[config.mk]
export PLATFORM = sky130hd
export DESIGN_NAME = tracker_pattern_row_parser
export DESIGN_NICKNAME = d
export VERILOG_FILES = /design/src/rtl/core/tprp_pkg.sv /design/src/rtl/core/tracker_pattern_row_parser.sv
export VERILOG_INCLUDE_DIRS = /design/src /design/src/rtl/core
export SDC_FILE = /design/constraint.sdc
export NUM_CORES = 1
export LEC_CHECK = 0
export ABC_CLOCK_PERIOD_IN_PS = 11200
export BUFFER_PORTS_ARGS = -buffer_cell sky130_fd_sc_hd__buf_2
export CAP_MARGIN = 10
export CORE_AREA = 10 10 161 163
export CTS_BUF_LIST = sky130_fd_sc_hd__clkbuf_4 sky130_fd_sc_hd__clkbuf_8 sky130_fd_sc_hd__clkbuf_16
export DETAILED_ROUTE_END_ITERATION = 10
export DIE_AREA = 0 0 171 173
export PLACE_DENSITY = 0.79
export SYNTH_ARGS = -nofsm -noshare
export SYNTH_HDL_FRONTEND = slang
export SYNTH_SLANG_ARGS = --single-unit
[constraint.sdc]
create_clock -name clk -period 11.2 [get_ports clk]
set_input_delay 0.56 -clock clk [delete_from_list [all_inputs] [get_ports clk]]
set_output_delay 0.56 -clock clk [all_outputs]
set_load 0.02 [all_outputs]
[src/rtl/core/tracker_pattern_row_parser_macros.svh]
// Assertion macros shared by the pattern row parser RTL.
`ifndef TRACKER_PATTERN_ROW_PARSER_MACROS_SVH
`define TRACKER_PATTERN_ROW_PARSER_MACROS_SVH
`ifndef SYNTHESIS
// Condition that must hold at every clock edge outside reset.
`define TPRP_ASSERT(lbl, cond) \
  lbl: assert property (@(posedge clk) disable iff (rst) (cond)) \
    else $error("tprp assertion failed");
// Implication from an antecedent to a consequent in the next cycle.
`define TPRP_ASSERT_NEXT(lbl, ante, cons) \
  lbl: assert property (@(posedge clk) disable iff (rst) (ante) |=> (cons)) \
    else $error("tprp assertion failed");
`else
`define TPRP_ASSERT(lbl, cond)
`define TPRP_ASSERT_NEXT(lbl, ante, cons)
`endif
`endif

[src/rtl/core/tprp_pkg.sv]
// Types, constants and effect conversion for the pattern row parser.
package tprp_pkg;

  // Channels at or above this number end their entry after the channel byte.
  localparam int unsigned CHANNEL_LIMIT = 64;

  // Parser phase codes.
  localparam logic [3:0] PH_IDLE    = 4'd0;
  localparam logic [3:0] PH_ROWS_HI = 4'd1;
  localparam logic [3:0] PH_RSZ_LO  = 4'd2;
  localparam logic [3:0] PH_RSZ_HI  = 4'd3;
  localparam logic [3:0] PH_FLAGS   = 4'd4;
  localparam logic [3:0] PH_CHAN    = 4'd5;
  localparam logic [3:0] PH_NOTE    = 4'd6;
  localparam logic [3:0] PH_INST    = 4'd7;
  localparam logic [3:0] PH_VOL     = 4'd8;
  localparam logic [3:0] PH_FX0     = 4'd9;
  localparam logic [3:0] PH_FX1     = 4'd10;
  localparam logic [3:0] PH_EXTRA   = 4'd11;

  // Entry flag bits.
  localparam int unsigned FLAG_NOTE = 7;
  localparam int unsigned FLAG_INST = 6;
  localparam int unsigned FLAG_VOL  = 5;
  localparam int unsigned FLAG_FX   = 4;

  // Output effect codes.
  localparam logic [4:0] EFF_NONE      = 5'd0;
  localparam logic [4:0] EFF_VOLSLIDE  = 5'd1;
  localparam logic [4:0] EFF_PORTAUP   = 5'd2;
  localparam logic [4:0] EFF_PORTADOWN = 5'd3;
  localparam logic [4:0] EFF_TONEPORTA = 5'd4;
  localparam logic [4:0] EFF_TPVOL     = 5'd5;
  localparam logic [4:0] EFF_SPECIAL   = 5'd6;
  localparam logic [4:0] EFF_VIBRATO   = 5'd7;
  localparam logic [4:0] EFF_VIBVOL    = 5'd8;
  localparam logic [4:0] EFF_TREMOLO   = 5'd9;
  localparam logic [4:0] EFF_OFFSET    = 5'd10;
  localparam logic [4:0] EFF_RETRIG    = 5'd11;
  localparam logic [4:0] EFF_POSJUMP   = 5'd12;
  localparam logic [4:0] EFF_BREAK     = 5'd13;
  localparam logic [4:0] EFF_SPEED     = 5'd14;
  localparam logic [4:0] EFF_TEMPO     = 5'd15;
  localparam logic [4:0] EFF_ARPEGGIO  = 5'd16;

  // Raw effect bytes of the file format.
  localparam logic [7:0] SRC_VSL_UP      = 8'h01;
  localparam logic [7:0] SRC_VSL_FINEUP  = 8'h02;
  localparam logic [7:0] SRC_VSL_DOWN    = 8'h03;
  localparam logic [7:0] SRC_VSL_FINEDN  = 8'h04;
  localparam logic [7:0] SRC_PUP_FINE    = 8'h0B;
  localparam logic [7:0] SRC_PUP         = 8'h0C;
  localparam logic [7:0] SRC_PDN_FINE    = 8'h0D;
  localparam logic [7:0] SRC_PDN         = 8'h0E;
  localparam logic [7:0] SRC_TPORTA      = 8'h0F;
  localparam logic [7:0] SRC_TPVOL_UP    = 8'h10;
  localparam logic [7:0] SRC_GLISSANDO   = 8'h11;
  localparam logic [7:0] SRC_TPVOL_DN    = 8'h12;
  localparam logic [7:0] SRC_GLISS_SET   = 8'h13;
  localparam logic [7:0] SRC_VIBRATO     = 8'h15;
  localparam logic [7:0] SRC_VIB_WAVE    = 8'h16;
  localparam logic [7:0] SRC_VIBVOL_UP   = 8'h17;
  localparam logic [7:0] SRC_VIBVOL_DN   = 8'h18;
  localparam logic [7:0] SRC_TREMOLO     = 8'h1F;
  localparam logic [7:0] SRC_TREM_WAVE   = 8'h20;
  localparam logic [7:0] SRC_OFFSET      = 8'h29;
  localparam logic [7:0] SRC_RETRIG      = 8'h2A;
  localparam logic [7:0] SRC_NOTE_CUT    = 8'h2B;
  localparam logic [7:0] SRC_NOTE_DELAY  = 8'h2C;
  localparam logic [7:0] SRC_POSJUMP     = 8'h33;
  localparam logic [7:0] SRC_BREAK       = 8'h34;
  localparam logic [7:0] SRC_LOOP_SET    = 8'h35;
  localparam logic [7:0] SRC_PAT_DELAY   = 8'h36;
  localparam logic [7:0] SRC_SPEED       = 8'h3D;
  localparam logic [7:0] SRC_TEMPO       = 8'h3E;
  localparam logic [7:0] SRC_ARPEGGIO    = 8'h47;
  localparam logic [7:0] SRC_FINETUNE    = 8'h48;
  localparam logic [7:0] SRC_PANNING     = 8'h49;

  // Result tdata, last field in the lowest bits.
  typedef struct packed {
    logic [1:0]  pad;
    logic [7:0]  effect_param;
    logic [4:0]  effect_code;
    logic [6:0]  volume_level;
    logic        has_volume;
    logic [8:0]  instrument_number;
    logic        has_instrument;
    logic [7:0]  note_value;
    logic        has_note;
    logic [5:0]  channel_number;
    logic [15:0] row_number;
  } result_data_t;

  // Converted effect.
  typedef struct packed {
    logic [4:0] code;
    logic [7:0] param;
  } effect_t;

  // Next field after a given field, or done when none is left.
  typedef struct packed {
    logic       done;
    logic [3:0] phase;
  } step_t;

  // Portamento parameter conversion.
  function automatic logic [7:0] conv_porta(input logic [7:0] p, input logic nl);
    logic [7:0] r;
    if (nl) begin
      r = p;
    end else if (p < 8'd4) begin
      r = p | 8'hF0;
    end else begin
      r = p >> 2;
    end
    return r;
  endfunction

  // Renumbers an effect and converts its parameter.
  function automatic effect_t fx_decode(input logic [7:0] e0, input logic [7:0] e1,
                                        input logic nl);
    effect_t    f;
    logic [7:0] lo;
    lo = e1 & 8'h0F;
    f.code = EFF_NONE;
    f.param = e1;
    case (e0)
      SRC_VSL_UP: begin
        f.code = EFF_VOLSLIDE;
        f.param = (nl ? (e1 << 4) : ((e1 & 8'h1E) << 3)) | 8'h0F;
      end
      SRC_VSL_FINEUP: begin
        f.code = EFF_VOLSLIDE;
        f.param = (nl ? (e1 << 4) : (e1 << 3)) & 8'h0F;
      end
      SRC_VSL_DOWN: begin
        f.code = EFF_VOLSLIDE;
        f.param = (nl ? e1 : (e1 >> 1)) | 8'hF0;
      end
      SRC_VSL_FINEDN: begin
        f.code = EFF_VOLSLIDE;
        if (nl) begin
          f.param = lo;
        end else if (e1 < 8'd2) begin
          f.param = e1 | 8'hF0;
        end else begin
          f.param = (e1 >> 1) & 8'h0F;
        end
      end
      SRC_PUP_FINE: begin
        f.code = EFF_PORTAUP;
        f.param = 8'hF0 | conv_porta(e1, nl);
      end
      SRC_PUP: begin
        f.code = EFF_PORTAUP;
        f.param = conv_porta(e1, nl);
      end
      SRC_PDN_FINE: begin
        f.code = EFF_PORTADOWN;
        f.param = 8'hF0 | conv_porta(e1, nl);
      end
      SRC_PDN: begin
        f.code = EFF_PORTADOWN;
        f.param = conv_porta(e1, nl);
      end
      SRC_TPORTA: begin
        f.code = EFF_TONEPORTA;
        f.param = nl ? e1 : (e1 >> 2);
      end
      SRC_TPVOL_UP: begin
        f.code = EFF_TPVOL;
        f.param = e1 & 8'hF0;
      end
      SRC_TPVOL_DN: begin
        f.code = EFF_TPVOL;
        f.param = (e1 >> 4) & 8'h0F;
      end
      SRC_GLISSANDO: begin
        f.code = EFF_SPECIAL;
        f.param = 8'h10 | (e1 & 8'h01);
      end
      SRC_GLISS_SET: begin
        f.code = EFF_SPECIAL;
      end
      SRC_VIBRATO: begin
        f.code = EFF_VIBRATO;
      end
      SRC_VIB_WAVE: begin
        f.code = EFF_SPECIAL;
        f.param = 8'h30 | lo;
      end
      SRC_VIBVOL_UP: begin
        f.code = EFF_VIBVOL;
        f.param = e1 & 8'hF0;
      end
      SRC_VIBVOL_DN: begin
        f.code = EFF_VIBVOL;
      end
      SRC_TREMOLO: begin
        f.code = EFF_TREMOLO;
      end
      SRC_TREM_WAVE: begin
        f.code = EFF_SPECIAL;
        f.param = 8'h40 | lo;
      end
      SRC_OFFSET: begin
        f.code = EFF_OFFSET;
      end
      SRC_RETRIG: begin
        f.code = EFF_RETRIG;
      end
      SRC_NOTE_CUT: begin
        f.code = EFF_SPECIAL;
        f.param = 8'hC0 | e1;
      end
      SRC_NOTE_DELAY: begin
        f.code = EFF_SPECIAL;
        f.param = 8'hD0 | e1;
      end
      SRC_POSJUMP: begin
        f.code = EFF_POSJUMP;
        f.param = e1 >> 1;
      end
      SRC_BREAK: begin
        f.code = EFF_BREAK;
        f.param = 8'h00;
      end
      SRC_LOOP_SET: begin
        f.code = EFF_SPECIAL;
        f.param = 8'hB0 | lo;
      end
      SRC_PAT_DELAY: begin
        f.code = EFF_SPECIAL;
        f.param = 8'hE0 | lo;
      end
      SRC_SPEED: begin
        f.code = EFF_SPEED;
      end
      SRC_TEMPO: begin
        f.code = EFF_TEMPO;
      end
      SRC_ARPEGGIO: begin
        f.code = EFF_ARPEGGIO;
      end
      SRC_FINETUNE: begin
        f.code = EFF_SPECIAL;
        f.param = 8'h20 | lo;
      end
      SRC_PANNING: begin
        f.code = EFF_SPECIAL;
        f.param = 8'h80 | lo;
      end
      default: begin
        f.code = EFF_NONE;
        f.param = e1;
      end
    endcase
    return f;
  endfunction

endpackage

[src/rtl/core/tracker_pattern_row_parser.sv]
// Pattern body parser: decodes a byte stream into one result per pattern entry.
//
//   channel  dir  payload                              handshake
//   s_*      in   tdata: data_byte; tuser: pattern_start tvalid/tready
//   m_*      out  tdata: entry fields; tuser: entry_valid; tlast: pattern_end
//   cfg_*    in   wdata: new_layout_mode                cfg_wen, no wait
//
// One byte is taken per clock unless a held result stalls it; the parser state
// and result register update in the same cycle; a byte's result shows next cycle.
// s_tready is low only while a held result is not taken (m_tvalid && !m_tready).
// Synchronous reset returns the parser to waiting for a row count and empties
// the result register; no clearing pass is needed.
`include "tracker_pattern_row_parser_macros.svh"

module tracker_pattern_row_parser (
  input  logic        clk,
  input  logic        rst,
  input  logic        s_tvalid,
  output logic        s_tready,
  input  logic [7:0]  s_tdata,   // [7:0] data_byte
  input  logic        s_tuser,   // [0] pattern_start
  output logic        m_tvalid,
  input  logic        m_tready,
  output logic [63:0] m_tdata,   // [15:0] row_number, [21:16] channel_number,
                                 // [22] has_note, [30:23] note_value,
                                 // [31] has_instrument, [40:32] instrument_number,
                                 // [41] has_volume, [48:42] volume_level,
                                 // [53:49] effect_code, [61:54] effect_param,
                                 // [63:62] zero
  output logic        m_tuser,   // [0] entry_valid
  output logic        m_tlast,   // pattern_end
  input  logic        cfg_wen,
  input  logic        cfg_wdata  // new_layout_mode
);

  // Parser state.
  logic        new_layout_mode;
  logic [3:0]  phase, phase_next;
  logic [15:0] rows_total, rows_total_next;
  logic [15:0] current_row, current_row_next;
  logic [15:0] row_length, row_length_next;
  logic [15:0] row_bytes_used, row_bytes_used_next;
  logic [7:0]  entry_flags, entry_flags_next;
  logic [5:0]  entry_channel, entry_channel_next;
  logic [7:0]  effect_byte, effect_byte_next;
  logic [1:0]  extra_count, extra_count_next;
  logic [7:0]  note, note_next;
  logic [8:0]  inst, inst_next;
  logic [6:0]  vol, vol_next;
  logic [7:0]  param, param_next;

  logic        acc;
  logic        fin;
  logic        fin_valid;
  logic        emit;
  logic        out_end;
  logic        zero_rows;
  logic [15:0] used_bump;
  logic [15:0] row_inc;
  logic [7:0]  d;
  logic [6:0]  vol_clip;
  logic [7:0]  note_old;
  logic [3:0]  hi;
  tprp_pkg::step_t      nxt;
  tprp_pkg::effect_t    fx;
  tprp_pkg::result_data_t res;

  // Next present field after the given stage (0 channel, 1 note, 2 instr, 3 vol).
  function automatic tprp_pkg::step_t next_field(input logic [7:0] flags,
                                                 input logic [1:0] stage);
    tprp_pkg::step_t s;
    s.done = 1'b0;
    s.phase = tprp_pkg::PH_FLAGS;
    if (stage < 2'd1 && flags[tprp_pkg::FLAG_NOTE]) begin
      s.phase = tprp_pkg::PH_NOTE;
    end else if (stage < 2'd2 && flags[tprp_pkg::FLAG_INST]) begin
      s.phase = tprp_pkg::PH_INST;
    end else if (stage < 2'd3 && flags[tprp_pkg::FLAG_VOL]) begin
      s.phase = tprp_pkg::PH_VOL;
    end else if (flags[tprp_pkg::FLAG_FX]) begin
      s.phase = tprp_pkg::PH_FX0;
    end else begin
      s.done = 1'b1;
    end
    return s;
  endfunction

  assign d = s_tdata;
  assign s_tready = !m_tvalid || m_tready;
  assign acc = s_tvalid && s_tready;
  assign used_bump = (row_bytes_used != 16'hFFFF) ? row_bytes_used + 16'd1 : row_bytes_used;
  assign row_inc = current_row + 16'd1;
  assign vol_clip = d[7] ? 7'd127 : d[6:0];
  assign hi = d[7:4];
  assign note_old = {4'd0, d[3:0]} + {1'b0, hi, 3'd0} + {2'd0, hi, 2'd0} + 8'd13;

  // One byte of the parser: next state and whether an entry finishes here.
  always_comb begin
    phase_next = phase;
    rows_total_next = rows_total;
    current_row_next = current_row;
    row_length_next = row_length;
    row_bytes_used_next = row_bytes_used;
    entry_flags_next = entry_flags;
    entry_channel_next = entry_channel;
    effect_byte_next = effect_byte;
    extra_count_next = extra_count;
    note_next = note;
    inst_next = inst;
    vol_next = vol;
    param_next = param;
    fin = 1'b0;
    fin_valid = 1'b0;
    zero_rows = 1'b0;
    out_end = 1'b0;
    nxt = next_field(entry_flags, 2'd0);
    if (s_tuser) begin
      rows_total_next = {8'd0, d};
      current_row_next = 16'd0;
      phase_next = tprp_pkg::PH_ROWS_HI;
    end else begin
      case (phase)
        tprp_pkg::PH_ROWS_HI: begin
          rows_total_next = {d, rows_total[7:0]};
          current_row_next = 16'd0;
          if (rows_total_next == 16'd0) begin
            phase_next = tprp_pkg::PH_IDLE;
            zero_rows = 1'b1;
          end else begin
            phase_next = tprp_pkg::PH_RSZ_LO;
          end
        end
        tprp_pkg::PH_RSZ_LO: begin
          row_length_next = {8'd0, d};
          phase_next = tprp_pkg::PH_RSZ_HI;
        end
        tprp_pkg::PH_RSZ_HI: begin
          row_length_next = {d, row_length[7:0]};
          row_bytes_used_next = 16'd0;
          fin = 1'b1;
        end
        tprp_pkg::PH_FLAGS: begin
          row_bytes_used_next = used_bump;
          entry_flags_next = d;
          phase_next = tprp_pkg::PH_CHAN;
        end
        tprp_pkg::PH_CHAN: begin
          row_bytes_used_next = used_bump;
          if ({1'b0, d} >= 9'(tprp_pkg::CHANNEL_LIMIT)) begin
            fin = 1'b1;
          end else begin
            entry_channel_next = d[5:0];
            nxt = next_field(entry_flags, 2'd0);
            phase_next = nxt.phase;
            fin = nxt.done;
            fin_valid = nxt.done;
          end
        end
        tprp_pkg::PH_NOTE: begin
          row_bytes_used_next = used_bump;
          if (new_layout_mode) begin
            note_next = (d < 8'd85) ? d + 8'd36 : d;
          end else if (d == 8'hFF) begin
            note_next = 8'd254;
          end else if (d < 8'd129) begin
            note_next = note_old;
          end else begin
            note_next = 8'd0;
          end
          nxt = next_field(entry_flags, 2'd1);
          phase_next = nxt.phase;
          fin = nxt.done;
          fin_valid = nxt.done;
        end
        tprp_pkg::PH_INST: begin
          row_bytes_used_next = used_bump;
          inst_next = {1'b0, d} + 9'd1;
          nxt = next_field(entry_flags, 2'd2);
          phase_next = nxt.phase;
          fin = nxt.done;
          fin_valid = nxt.done;
        end
        tprp_pkg::PH_VOL: begin
          row_bytes_used_next = used_bump;
          vol_next = 7'(({1'b0, vol_clip} + 8'd1) >> 1);
          nxt = next_field(entry_flags, 2'd3);
          phase_next = nxt.phase;
          fin = nxt.done;
          fin_valid = nxt.done;
        end
        tprp_pkg::PH_FX0: begin
          row_bytes_used_next = used_bump;
          effect_byte_next = d;
          phase_next = tprp_pkg::PH_FX1;
        end
        tprp_pkg::PH_FX1: begin
          row_bytes_used_next = used_bump;
          param_next = d;
          if (effect_byte == tprp_pkg::SRC_OFFSET) begin
            extra_count_next = 2'd2;
            phase_next = tprp_pkg::PH_EXTRA;
          end else if (effect_byte == tprp_pkg::SRC_POSJUMP) begin
            extra_count_next = 2'd1;
            phase_next = tprp_pkg::PH_EXTRA;
          end else begin
            fin = 1'b1;
            fin_valid = 1'b1;
          end
        end
        tprp_pkg::PH_EXTRA: begin
          row_bytes_used_next = used_bump;
          if (effect_byte == tprp_pkg::SRC_OFFSET && extra_count == 2'd2) begin
            param_next = d;
          end
          extra_count_next = extra_count - 2'd1;
          if (extra_count_next == 2'd0) begin
            fin = 1'b1;
            fin_valid = 1'b1;
          end
        end
        default: begin
          phase_next = tprp_pkg::PH_IDLE;
        end
      endcase
    end
    // End of an entry or an empty row: continue the row or finish it.
    if (fin) begin
      if ({1'b0, row_bytes_used_next} + 17'd3 < {1'b0, row_length_next}) begin
        phase_next = tprp_pkg::PH_FLAGS;
      end else begin
        current_row_next = row_inc;
        if (row_inc >= rows_total) begin
          phase_next = tprp_pkg::PH_IDLE;
          out_end = 1'b1;
        end else begin
          phase_next = tprp_pkg::PH_RSZ_LO;
        end
      end
    end
    if (zero_rows) begin
      out_end = 1'b1;
    end
  end

  assign emit = fin_valid || out_end;

  // Result fields; everything but row and end is zero for a result without entry.
  always_comb begin
    fx = tprp_pkg::fx_decode(effect_byte_next, param_next, new_layout_mode);
    res = '0;
    res.row_number = current_row;
    if (fin_valid) begin
      res.channel_number = entry_channel_next;
      if (entry_flags[tprp_pkg::FLAG_NOTE]) begin
        res.has_note = 1'b1;
        res.note_value = note_next;
      end
      if (entry_flags[tprp_pkg::FLAG_INST]) begin
        res.has_instrument = 1'b1;
        res.instrument_number = inst_next;
      end
      if (entry_flags[tprp_pkg::FLAG_VOL]) begin
        res.has_volume = 1'b1;
        res.volume_level = vol_next;
      end
      if (entry_flags[tprp_pkg::FLAG_FX]) begin
        res.effect_code = fx.code;
        res.effect_param = fx.param;
      end
    end
  end

  // Configuration register.
  always_ff @(posedge clk) begin
    if (rst) begin
      new_layout_mode <= 1'b0;
    end else if (cfg_wen) begin
      new_layout_mode <= cfg_wdata;
    end
  end

  // Parser state update on each accepted item.
  always_ff @(posedge clk) begin
    if (rst) begin
      phase <= tprp_pkg::PH_IDLE;
      rows_total <= 16'd0;
      current_row <= 16'd0;
      row_length <= 16'd0;
      row_bytes_used <= 16'd0;
      entry_flags <= 8'd0;
      entry_channel <= 6'd0;
      effect_byte <= 8'd0;
      extra_count <= 2'd0;
    end else if (acc) begin
      phase <= phase_next;
      rows_total <= rows_total_next;
      current_row <= current_row_next;
      row_length <= row_length_next;
      row_bytes_used <= row_bytes_used_next;
      entry_flags <= entry_flags_next;
      entry_channel <= entry_channel_next;
      effect_byte <= effect_byte_next;
      extra_count <= extra_count_next;
    end
  end

  // Field values collected during an entry.
  always_ff @(posedge clk) begin
    if (acc) begin
      note <= note_next;
      inst <= inst_next;
      vol <= vol_next;
      param <= param_next;
    end
  end

  // Result register.
  always_ff @(posedge clk) begin
    if (rst) begin
      m_tvalid <= 1'b0;
    end else if (acc && emit) begin
      m_tvalid <= 1'b1;
    end else if (m_tready) begin
      m_tvalid <= 1'b0;
    end
  end

  always_ff @(posedge clk) begin
    if (acc && emit) begin
      m_tdata <= res;
      m_tuser <= fin_valid;
      m_tlast <= out_end;
    end
  end

  // A result without an entry only ever reports the end of a pattern.
  `TPRP_ASSERT(a_noentry_is_end, !(m_tvalid && !m_tuser) || m_tlast)
  // A result that ends the pattern leaves the parser waiting for a new start.
  `TPRP_ASSERT_NEXT(a_end_goes_idle, !rst && acc && out_end, phase == tprp_pkg::PH_IDLE)
  // The parser moves only on accepted items.
  `TPRP_ASSERT_NEXT(a_phase_holds, !rst && !acc, $stable(phase) && $stable(current_row))
  // A held result stalls the input side.
  `TPRP_ASSERT(a_stall_blocks_input, !(m_tvalid && !m_tready) || !s_tready)

endmodule

# Word level (Yosys, flattened, before mapping)

Cells that the tools add are included.

Output and inout port bits: 68
Input port bits: 15
Register bits: 190

Equality and inequality tests: 52
Order comparisons: 7
Bitwise operators: 1
Mux-type cells: 81
Reductions and logical operators: 31
Add/subtract/negate cells: 10

Operator list:

| cell                  | count |
|---|---|
| $pmux 8 s20           | 1 |
| $mux 16               | 9 |
| $mux 8                | 16 |
| $eq 8x6->1 const B    | 13 |
| $pmux 5 s16           | 1 |
| $eq 8x5->1 const B    | 9 |
| $pmux 16 s2           | 2 |
| $mux 4                | 11 |
| $eq 8x4->1 const B    | 5 |
| $pmux 4 s10           | 1 |
| $add 16x1->16 const B | 2 |
| $eq 8x7->1 const B    | 3 |
| $mux 1                | 23 |
| $mux 7                | 3 |
| $mux 6                | 3 |
| $mux 9                | 2 |
| $add 16x2->17 const B | 1 |
| $lt 17x16->1          | 1 |
| $eq 4x3->1 const B    | 4 |
| $eq 4x4->1 const B    | 4 |
| $eq 8x2->1 const B    | 2 |
| $ge 16x16->1          | 1 |
| $logic_not 16->1      | 1 |
| $ne 16x16->1 const B  | 1 |
| other kinds (41)      | 63 |

# Logic depth before layout (Yosys ltp)

Depth in word-level cells: 12
Depth in mapped cells: 25
Mapped depth without buffers: 23

# Least setup slack after synthesis

OpenSTA, ideal clock, no wires.

Path kind: flip-flop to flip-flop
Start: register row_bytes_used[1]
End: register m_tdata[0] (enable)
Period minus slack after synthesis: 8.091 ns
Slack: 3.109 ns
Stages on the path, launching flop included: 23
Data required time: 10.693 ns
Arrival: 7.584 ns
Cell sequence: dfxtp_1 ha_1 nand3_2 nor4_2 o21ai_0 nand2b_1 nand2_1 o21ai_0 inv_1 ha_1 or4b_2 or2_2 nor2_1 nand2_1 xnor2_1 ha_1 nand2_1 and3_1 a21oi_1 nand2_1 a21oi_1 a21oi_1 a21oi_1

Word-level cells in the longest chain between the ends: 11
Elaborated cells between the ends (all ways): 12

RTL lines:

| what                                                 | line                              | text |
|---|---|---|
| start: declaration                                   | tracker_pattern_row_parser.sv:42  | `logic [15:0] row_bytes_used, row_bytes_used_next;` |
| start signal: assignment                             | tracker_pattern_row_parser.sv:299 | `row_bytes_used <= row_bytes_used_next;` |
| $add 16x1->16 / $ne 16x16->1 (equally long branches) | tracker_pattern_row_parser.sv:91  | `assign used_bump = (row_bytes_used != 16'hFFFF) ? row_bytes_used + 16'd1 : row_bytes_used;` |
| $mux 16                                              | tracker_pattern_row_parser.sv:91  |  |
| $pmux 16 s2                                          | tracker_pattern_row_parser.sv:122 | `case (phase)` |
| $mux 16 (*)                                          | tracker_pattern_row_parser.sv:117 | `if (s_tuser) begin` |
| $add 16x2->17 (*)                                    | tracker_pattern_row_parser.sv:228 | `if ({1'b0, row_bytes_used_next} + 17'd3 < {1'b0, row_length_next}) begin` |
| $lt 17x16->1 (*)                                     | tracker_pattern_row_parser.sv:228 |  |
| $mux 1 (*)                                           | tracker_pattern_row_parser.sv:228 |  |
| $mux 1 (*)                                           | tracker_pattern_row_parser.sv:227 | `if (fin) begin` |
| $mux 1 (*)                                           | tracker_pattern_row_parser.sv:240 | `if (zero_rows) begin` |
| $logic_or 1x1->1 (*)                                 | tracker_pattern_row_parser.sv:245 | `assign emit = fin_valid \|\| out_end;` |
| $logic_and 1x1->1 (*)                                | tracker_pattern_row_parser.sv:329 | `if (acc && emit) begin` |
| end signal: assignment                               | tracker_pattern_row_parser.sv:330 | `m_tdata <= res;` |
| end: declaration                                     | tracker_pattern_row_parser.sv:24  | `output logic [63:0] m_tdata,` |

Mark *: on every way between the ends. The rest lies on a longest branch, timed or not.
A chain may end at the register's enable or synchronous reset.

# Worst setup path after layout

Start: register row_bytes_used[0]
End: register m_tdata[43] (enable)

The elaborated chain is that of the path after synthesis.

==> key figures <==
STA
  – Final Critical Period: 6.81 ns
  – Max-slew violation count: 0
  – Setup repair after global routing missed its margin: false
  – Hold Violations, Final: 0
  – Worst max-slew margin expressed relative to the limit: 18.3%
  – Transition at the pin with the smallest max-transition slack: 1.22 ns
  – Maximum frequency from static timing analysis: 147 MHz
  – Clock tree skew after final layout: 0.0166 ns
  – Summed negative setup slack over all endpoints: 0 ns
  – Part of the cycle the worst path needs: 60.8%
  – Total of endpoints with negative setup slack in the final report: 0

Power
  – IR drop worst, VDD: 0.000112 V
  – Total power divided by cell area: 123 nW/µm²
  – Leak: 4.66 nW

Critical path
  – Worst setup path endpoint: m_tdata[43]$_SDFFCE_PN0P_
  – Data required, critical path: 11.27 ns
  – Largest fanout of any net on the critical path: 64
  – Internal reg-to-reg setup slack: 4.39 ns
  – Setup crit start: row_bytes_used[0]$_SDFFE_PP0P_
  – R2R cell count: 23
  – Kind of launch point of the worst setup path: flip-flop
  – CP Capture Type: flip-flop
  – Worst path arrival time: 6.88 ns
  – Launch point of the worst reg-to-reg path: row_bytes_used[0]$_SDFFE_PP0P_
  – Worst R2R End: m_tdata[43]$_SDFFCE_PN0P_
  – CP Class: flip-flop to flip-flop

Synthesis
  – Syn Std Cell Area: 11,800 µm²
  – Part of the Yosys area used for sequential elements: 39.7%
  – Fraction of registers with async set or reset after synthesis: 0%
  – Flip-flop and latch count after synthesis: 186
  – Share of the synthesized area in compound gates (AO/OA/AOI/OAI): 19.8%
  – Cell variety after synth: 90
  – Ys Warns: 0
  – Largest family of logic cells by synthesized area: simple AND/OR/NAND/NOR gates
  – Mapped Avg Cell Area: 8.76 µm²
  – Post-synthesis share of cell area spent on and, or, nand and nor gates: 21.5%
  – Post-synth EDFFs: 96
  – Syn Inst Count: 1,346
  – Synth Flop Type: sky130_fd_sc_hd__edfxtp_1
  – Post-synthesis mux area share: 3.94%
  – Xor and xnor fraction of the mapped netlist area: 3.27%
  – Synth Area in Adders: 6.86%

Clock tree
  – TritonCTS Buffers: 17
  – TritonCTS clock tree: built
  – Post-CTS Setup Inserts: 0
  – Number of resized instances in the post-cts repair step: 0
  – Maximum buffer depth of the clock tree: 2
  – Number of levels in the clock H-tree: 4
  – Clock-pin transition on the worst setup and hold timing paths: 0.08 ns
  – Number of hold buffers added after CTS: 0
  – Root buffer selected by CTS: sky130_fd_sc_hd__clkbuf_16
  – Clock latency on the worst-skew pair: 0.45 ns
  – # clock sinks: 186

Route
  – Remaining antenna violation count after routing: 0
  – Via Count: 10,508
  – Vias per cell: 6.31
  – Post-route DRC: 0
  – Detailed-route wire length per cell: 19.7 µm
  – First-pass iteration count of the detailed router: 6
  – Aggregate routed wire length: 32,700 µm
  – Number of DRC markers in iteration 0: 1,180

Floorplan
  – Num rows: 55
  – Top-level I/O count: 83
  – Horizontal die dimension: 171 µm
  – Die footprint: 29,600 µm²
  – Height of the chip: 173 µm
  – CORE AREA: 22,600 µm²
  – Starting density of the core: 52.2%

Outcome
  – Result of the run: completed

Final layout
  – Final instance area: 12,900 µm²
  – Area Overhead vs Synth: 9.25%
  – Utilization of the core after routing: 57.1%
  – Share of cells above drive strength 1: 12.5%
  – Final standard cell count with taps included and fillers excluded: 1,666
  – Number of antenna repair diodes: 0
  – Area taken by flip-flops and latches: 4680 µm²
  – Top library cells by usage in the layout, fill and taps aside: sky130_fd_sc_hd__nor2_1, sky130_fd_sc_hd__a21oi_1, sky130_fd_sc_hd__nand2_1
  – FILL cells: 1,981
  – Area occupied by multi-input gates: 6570 µm²
  – Most frequent standard cell in the layout excluding fill and tap cells: sky130_fd_sc_hd__nor2_1
  – Number of nets in the final layout: 1,447

Placed design
  – Number of cells in the design after placement: 1,634
  – Post-detailed-placement cell area: 12,300 µm²
  – Last weighted congestion value of the routability-driven placer: 0.936
  – Detailed-placement wirelength estimate: 22,700 µm
  – I/O Buffers: 80

Global route
  – Initial antenna violation count: 0
  – Overflow after GRT: 0
  – Number of global-route vias before repair: 9,959
  – Global-route usage over all layers: 21.5%
  – Largest net degree at the start of global routing: 88
  – First-pass GRT wire length: 52,500 µm

Run
  – # Max-Cap Violations: 0

Worst hold path
  – Class of the worst hold path: input port to flip-flop
-- worst min-delay path by stage --
stage,end,from,slack (ns),depth (start not counted)
final,new_layout_mode$_SDFFE_PP0P_,cfg_wdata,0.36,3
after global routing,new_layout_mode$_SDFFE_PP0P_,cfg_wdata,0.38,3
after floorplan,m_tdata[5]$_DFFE_PP_,current_row[5]$_SDFFE_PP0P_,0.40,0
after CTS,new_layout_mode$_SDFFE_PP0P_,cfg_wdata,0.36,3
after detailed placement,rows_total[7]$_SDFFE_PP0P_,rows_total[7]$_SDFFE_PP0P_,0.45,2
after global placement,rows_total[7]$_SDFFE_PP0P_,rows_total[7]$_SDFFE_PP0P_,0.44,2
-- kinds of logic (layout without fill, tap and decap cells) --
kind of cell / count (synthesis) / count (layout)
AOI/OAI and AO/OA: 355 / 355
xor gates and xnor gates: 44 / 44
adders and majority gates: 64 / 64
buffers and inverters: 143 / 177
DFF: 186 / 186
muxes: 44 / 44
other: 1 / 2
and+or+nand+nor: 509 / 509
-- metal layers --
layer	part of all wire, %	global-route usage [%]	vias up	wire [µm]
met2	48	35.0	504	15600
met3	8.5	3.96	69	2780
met4	2.3	7.10	0	740
li1	-	-	5004	-
met1	42	28.0	4931	13600
met5	0	0	-	0
-- stage by stage --
step / setup WS (ns) / hold slack [ns] / total power [W]
2_1_floorplan: 3.11 / 0.403 / 0.000932
3_3_place_gp: 4.78 / 0.442 / 0.000988
3_5_place_dp: 4.53 / 0.450 / 0.000992
4_1_cts: 4.46 / 0.363 / 0.00158
5_1_grt: 3.95 / 0.383 / 0.00164
6_report: 4.39 / 0.357 / 0.00158
-- report_power, final --
group	internal (W)	leakage, nW	switching [W]
registers	0.000733	1.55	0.0000174
logic	0.0000804	2.82	0.000153
clock network	0.000300	0.287	0.000300
total	0.00111	4.66	0.000471
-- synth_stat cells, types with 15 or more instances --
cell	instances	area [µm²]
sky130_fd_sc_hd__nand4_1	16	100
sky130_fd_sc_hd__xnor2_1	33	289
sky130_fd_sc_hd__mux2i_1	25	250
sky130_fd_sc_hd__a22oi_1	20	150
sky130_fd_sc_hd__ha_1	63	788
sky130_fd_sc_hd__clkbuf_1	73	274
sky130_fd_sc_hd__inv_1	50	188
sky130_fd_sc_hd__nand3_1	49	245
sky130_fd_sc_hd__o21ai_0	61	305
sky130_fd_sc_hd__a211oi_1	42	315
sky130_fd_sc_hd__dfxtp_1	90	1800
sky130_fd_sc_hd__nor3_1	44	220
sky130_fd_sc_hd__nand2b_1	15	93.8
sky130_fd_sc_hd__mux2_2	18	203
sky130_fd_sc_hd__nor2_1	156	586
sky130_fd_sc_hd__edfxtp_1	96	2880
sky130_fd_sc_hd__nand2_1	106	398
sky130_fd_sc_hd__a21oi_1	110	551
sky130_fd_sc_hd__nor2b_1	23	144
sky130_fd_sc_hd__and3_1	31	194
-- area by class of cell --
type	instances	area share, %
clock buffers	18	3.36
clock inverters	14	1.12
inverters	53	1.55
multi-input cells	1018	51.0
flip-flops and latches	186	36.4
well taps	285	2.77
repair buffers	92	3.81
-- sequential cells by signal (all words and copies together), names as in the netlist, 2 cells and up --
name            count
entry_channel       6
effect_byte         8
row_bytes_used     16
extra_count         2
m_tdata            62
rows_total         16
phase               4
vol                 7
entry_flags         4
note                8
param               8
inst                9
current_row        16
row_length         16
-- worst max-delay path, stage by stage (launching register included) --
cell and delay, ns:
sky130_fd_sc_hd__dfxtp_1 0.55, sky130_fd_sc_hd__ha_1 0.31, sky130_fd_sc_hd__nand3_2 0.18, sky130_fd_sc_hd__nor4_2 0.78, sky130_fd_sc_hd__o21ai_0 0.30, sky130_fd_sc_hd__nand2b_1 0.17
sky130_fd_sc_hd__nand2_1 0.06, sky130_fd_sc_hd__o21ai_0 0.13, sky130_fd_sc_hd__inv_1 0.08, sky130_fd_sc_hd__ha_1 0.25, sky130_fd_sc_hd__or4b_2 0.68, sky130_fd_sc_hd__or2_2 0.32
sky130_fd_sc_hd__nor2_1 0.16, sky130_fd_sc_hd__nand2_1 0.09, sky130_fd_sc_hd__xnor2_1 0.15, sky130_fd_sc_hd__ha_1 0.33, sky130_fd_sc_hd__nand2_1 0.05, sky130_fd_sc_hd__and3_1 0.17
sky130_fd_sc_hd__a21oi_1 0.13, sky130_fd_sc_hd__nand2_1 0.19, sky130_fd_sc_hd__a21oi_1 0.26, sky130_fd_sc_hd__a21oi_1 0.18, sky130_fd_sc_hd__a21oi_4 0.18, sky130_fd_sc_hd__buf_4 0.65
(Power assumes the default switching activity.)
